## src/hw/rtl/ego_pkg.sv

```systemverilog
`default_nettype none
// ============================================================================
// ego_pkg
// Shared types, constants and table for the encoder and gyro odometry block.
// ============================================================================
package ego_pkg;

    localparam int ACC_FRAC_BITS_DEF  = 16;
    localparam int TRIG_FRAC_BITS_DEF = 15;

    localparam logic [1:0] CFG_OFFSET_X = 2'd0;
    localparam logic [1:0] CFG_OFFSET_Y = 2'd1;
    localparam logic [1:0] CFG_INVERT_X = 2'd2;
    localparam logic [1:0] CFG_INVERT_Y = 2'd3;

    localparam logic signed [15:0] OFFSET_X_RST = -16'sd344;
    localparam logic signed [15:0] OFFSET_Y_RST = 16'sd1238;

    // pi / 1800 in Q0.32.
    localparam logic [22:0] PI_OVER_1800_Q32 = 23'd7496132;

    localparam logic signed [47:0] ACC_MAX = {1'b0, {47{1'b1}}};
    localparam logic signed [47:0] ACC_MIN = {1'b1, {47{1'b0}}};

    typedef struct packed {
        logic               command;
        logic signed [31:0] encoder_x;
        logic signed [31:0] encoder_y;
        logic signed [15:0] gyro_tenths;
    } t_in_item;

    typedef struct packed {
        logic signed [15:0] pos_x;
        logic signed [15:0] pos_y;
        logic signed [11:0] heading_tenths;
    } t_out_item;

    typedef struct packed {
        logic       load;
        logic       wrap;
        logic       prep;
        logic       trig;
        logic       calc;
        logic [3:0] step;
        logic       store;
    } t_cmd;

    typedef struct packed {
        logic head_ok;
        logic is_clear;
        logic out_free;
    } t_sts;

    localparam logic [15:0] SINE_Q15 [0:90] = '{
        16'd0, 16'd572, 16'd1144, 16'd1715, 16'd2286, 16'd2856, 16'd3425, 16'd3993,
        16'd4560, 16'd5126, 16'd5690, 16'd6252, 16'd6813, 16'd7371, 16'd7927,
        16'd8481, 16'd9032, 16'd9580, 16'd10126, 16'd10668, 16'd11207, 16'd11743,
        16'd12275, 16'd12803, 16'd13328, 16'd13848, 16'd14365, 16'd14876, 16'd15384,
        16'd15886, 16'd16384, 16'd16877, 16'd17364, 16'd17847, 16'd18324, 16'd18795,
        16'd19261, 16'd19720, 16'd20174, 16'd20622, 16'd21063, 16'd21498, 16'd21926,
        16'd22348, 16'd22763, 16'd23170, 16'd23571, 16'd23965, 16'd24351, 16'd24730,
        16'd25102, 16'd25466, 16'd25822, 16'd26170, 16'd26510, 16'd26842, 16'd27166,
        16'd27482, 16'd27789, 16'd28088, 16'd28378, 16'd28660, 16'd28932, 16'd29197,
        16'd29452, 16'd29698, 16'd29935, 16'd30163, 16'd30382, 16'd30592, 16'd30792,
        16'd30983, 16'd31164, 16'd31336, 16'd31499, 16'd31651, 16'd31795, 16'd31928,
        16'd32052, 16'd32166, 16'd32270, 16'd32365, 16'd32449, 16'd32524, 16'd32588,
        16'd32643, 16'd32688, 16'd32723, 16'd32748, 16'd32763, 16'd32768
    };

    function automatic logic [15:0] sine_q15(input logic [6:0] idx);
        logic [15:0] v;
        v = 16'd0;
        if (idx <= 7'd90) begin
            v = SINE_Q15[idx];
        end
        return v;
    endfunction

    function automatic logic signed [47:0] sat48(input logic signed [67:0] v);
        logic signed [47:0] r;
        if (v > 68'(ACC_MAX)) begin
            r = ACC_MAX;
        end else if (v < 68'(ACC_MIN)) begin
            r = ACC_MIN;
        end else begin
            r = v[47:0];
        end
        return r;
    endfunction

endpackage
`default_nettype wire

```

## src/hw/rtl/ego_ctrl.sv

```systemverilog
`default_nettype none
// ============================================================================
// ego_ctrl
// Sequencer: accepts a beat, steps the datapath, hands the result over.
// ============================================================================
module ego_ctrl (
    input  wire logic          i_clk,
    input  wire logic          i_rst_n,
    input  wire logic          i_in_valid,
    input  wire ego_pkg::t_sts i_sts,
    output ego_pkg::t_cmd      o_cmd,
    output logic               o_busy
);

    typedef enum logic [2:0] {
        ST_IDLE,
        ST_WRAP,
        ST_PREP,
        ST_TRIG,
        ST_CALC,
        ST_DONE
    } t_state;

    t_state     r_state, n_state;
    logic [3:0] r_step, n_step;

    always_comb begin
        n_state = r_state;
        n_step  = r_step;
        o_cmd   = '0;
        o_cmd.step = r_step;
        case (r_state)
            ST_IDLE: begin
                o_cmd.load = i_in_valid;
                if (i_in_valid) begin
                    n_state = i_sts.is_clear ? ST_DONE : ST_WRAP;
                end
            end
            ST_WRAP: begin
                o_cmd.wrap = 1'b1;
                if (i_sts.head_ok) begin
                    n_state = ST_PREP;
                end
            end
            ST_PREP: begin
                o_cmd.prep = 1'b1;
                n_state    = ST_TRIG;
            end
            ST_TRIG: begin
                o_cmd.trig = 1'b1;
                n_state    = ST_CALC;
                n_step     = '0;
            end
            ST_CALC: begin
                o_cmd.calc = 1'b1;
                n_step     = r_step + 4'd1;
                if (r_step == 4'd15) begin
                    n_state = ST_DONE;
                end
            end
            ST_DONE: begin
                o_cmd.store = i_sts.out_free;
                if (i_sts.out_free) begin
                    n_state = ST_IDLE;
                end
            end
            default: begin
                n_state = ST_IDLE;
            end
        endcase
    end

    always_ff @(posedge i_clk) begin
        if (!i_rst_n) begin
            r_state <= ST_IDLE;
            r_step  <= '0;
        end else begin
            r_state <= n_state;
            r_step  <= n_step;
        end
    end

    assign o_busy = (r_state != ST_IDLE);

endmodule
`default_nettype wire

```

## config.mk

```make
export PLATFORM = sky130hd
export DESIGN_NAME = ego_ctrl
export DESIGN_NICKNAME = d
export VERILOG_FILES = /design/src/hw/rtl/ego_pkg.sv /design/src/hw/rtl/ego_ctrl.sv
export SDC_FILE = /design/constraint.sdc
export NUM_CORES = 1
export LEC_CHECK = 0
export ABC_AREA = 1
export ABC_CLOCK_PERIOD_IN_PS = 1900
export BUFFER_PORTS_ARGS = -buffer_cell sky130_fd_sc_hd__buf_2
export CAP_MARGIN = 20
export CORE_MARGIN = 4
export CORE_UTILIZATION = 30
export DETAILED_ROUTE_END_ITERATION = 8
export GPL_ROUTABILITY_DRIVEN = 0
export SETUP_SLACK_MARGIN = 0.2
export SLEW_MARGIN = 20
export SYNTH_ARGS = -nofsm -noshare
export SYNTH_HDL_FRONTEND = slang
export SYNTH_SLANG_ARGS = --single-unit
```

## constraint.sdc

```tcl
create_clock -name i_clk -period 1.9 [get_ports i_clk]
set_input_delay 0.19 -clock i_clk [delete_from_list [all_inputs] [get_ports i_clk]]
set_output_delay 0.19 -clock i_clk [all_outputs]
set_load 0.02 [all_outputs]
```

==> impl_metrics.csv <==
group,metric,value,unit
global_routing,antenna_found_initial,0,
job,cap_violations,0,
place,dp_hpwl,751,um
route,wire_per_inst,9.37,um
logic_synthesis,synth-seq-area-share,0.347,
global_routing,grt_use_total,0.0936,
clock_network,clkTransAtPathRegs,0.05,ns
power,ir_worst_vdd,0.757,mV
route,via_count,453,
logic_synthesis,async_reset_ff_frac,0,
layout,stdcell_count,97,
layout,area_growth,30.6,%
floorplan,die_x,44.7,um
logic_synthesis,syn-cell-area,404,um2
timing,hold_violations,0,
worst_setup_path,crit_type,"flip-flop to output pin",
clock_network,post-cts-setup-buffer-count,0,
floorplan,die_area,0.00200,mm2
logic_synthesis,netlist_instances,63,
floorplan,io_pins,17,
route,wirelength,909,um
clock_network,holdBufCountCts,0,
layout,fin_area,528,um2
timing,setup_ws,0.457,ns
layout,layout-drive-gt1-share,0.325,
place,portBuffers,16,
worst_setup_path,required,1.71,ns
place,placedCellCount,93,
logic_synthesis,ys.flop_type,"dfxtp_1",
timing,skew,0.00440,ns
clock_network,cts_tree,"built",
worst_setup_path,crit_arrival,1.25,ns
route,drtIter0Drc,5,
worst_setup_path,cp_max_fo,5,
route,drcViolationCount,0,
logic_synthesis,synth_common_cells,"nand2_1 (16), dfxtp_1 (7), inv_1 (7)",
logic_synthesis,ys_seq_elements,7,
clock_network,cts_inserted_buffers,3,
timing,fmax,693,MHz
logic_synthesis,synth_area_per_cell,6.41,um2
timing,min_period,1.44,ns
floorplan,num_rows,12,
timing,setup_violations,0,
logic_synthesis,synth_cell_type_count,14,
logic_synthesis,yosys-top-cells-area,"dfxtp_1 (35%), nand2_1 (15%), a21oi_1 (7.4%)",
logic_synthesis,syn_nets,70,
clock_network,clockBufferDepth,2,
timing,slew_headroom,0.825,
worst_setup_path,start_kind,"flip-flop",
logic_synthesis,ys_warn_count,0,
timing,worst_pin_slew,0.262,ns
logic_synthesis,yosysMostFrequentCell,"nand2_1",
layout,antenna_cells,0,
clock_network,insertion_delay,0.25,ns
route,detail-route-antenna-nets,0,
place,post-place-ws,0.668,ns
clock_network,cts_sinks,7,
min_path,hold_path.class,"input port to flip-flop",
route,dr.pass1.iters,4,
global_routing,grt_pass1_vias,366,
timing,timing.hold.ws,0.218,ns
clock_network,cts_max_level,1,
logic_synthesis,synth_edf_count,0,
power,pwr_density_cell,1480,mW/mm2
run_status,run_status,"finished clean",
route,vias_per_cell,4.67,
floorplan,initial_utilization,0.341,
clock_network,ctsResizeCount,0,
logic_synthesis,yosys.area.top_type,"dfxtp_1",
timing,setup_tns,0,ns
power,p_leak,0.289,nW
global_routing,grt_max_degree,8,
floorplan,die_h,44.7,um
floorplan,coreArea,0.00119,mm2
timing,report.final.slew_viol_count,0,
place,placed_area,502,um2
worst_setup_path,crit_path_end_kind,"output pin",
global_routing,gr-total-overflow,0,
global_routing,grt_first_pass_wirelength,1.41,mm
logic_synthesis,synth_top_area_share,0.347,
timing,min_period_over_period,0.760,
clock_network,root_buffer,"clkbuf_4",
timing,rsz0062_at_grt,"no",
layout,fin_nets,91,
==> worst paths after layout <==
path,start,end,slack (ns),cells after the start
hold reg to reg,r_step[1],r_step[1],0.49,2
setup / recovery,r_state[0],o_cmd[5],0.46,4
setup reg to reg,r_step[0],r_state[0],0.66,8
hold / removal,i_sts[1],r_state[2],0.22,3
==> metrics by stage <==
step | utilization | total power, W
after floorplan | - | 0.000541
after global placement | 0.423 | 0.000657
after detailed placement | 0.423 | 0.000654
after CTS | 0.445 | 0.000790
after global routing | 0.445 | 0.000849
final | 0.445 | 0.000782
==> layout by cell type, fill, tap and decap left out <==
master and count:
nand3_1 5, o21ai_0 3, nor3_1 3, nor3b_2 1, nand2_1 16, a21oi_1 6
inv_2 3, nand3_2 1, o21ai_1 1, clkbuf_1 1, nor2_2 3, clkbuf_4 3
ha_1 1, inv_1 7, nor2_1 6, dfxtp_1 7, buf_2 16
==> logic make-up (layout without fill, tap and decap cells) <==
family,count (synthesis),count (layout),share of synthesized area
flops,7,7,0.347
buf+inv,10,30,0.0929
compound gates,10,10,0.124
simple gates,35,35,0.406
fa+ha+maj,1,1,0.0310
==> power by group <==
| group | internal, W | total, W | leakage [nW] | switching [W] |
|---|---|---|---|---|
| sequential | 0.000185 | 0.000242 | 0.0572 | 0.0000575 |
| clock | 0.0000800 | 0.000133 | 0.0150 | 0.0000526 |
| combinational | 0.000134 | 0.000408 | 0.217 | 0.000273 |
| total | 0.000399 | 0.000782 | 0.289 | 0.000383 |
==> critical path: stages, from the launching register on <==
cell and delay [ns]:
dfxtp_1 0.35, nor2_2 0.23, nand2_1 0.12, inv_1 0.13, buf_2 0.18
==> cell type report <==
cell class	count	area, um2
fillers	131	658
clock buffers	4	26.3
repair buffers	16	80.1
flip-flops and latches	7	140
inverters	10	37.5
multi-input cells	46	226
well taps	14	17.5
==> registers in the layout, indices dropped and copies added (netlist names) <==
register,count
r_step,4
r_state,3
==> routing by layer <==
layer,vias up,track usage,wire length (um)
met1,195,0.113,427
met5,-,0,0
met4,0,0.0181,7
li1,245,-,-
met2,11,0.149,410
met3,2,0.0478,64
Power figures use the tool's default switching activity.
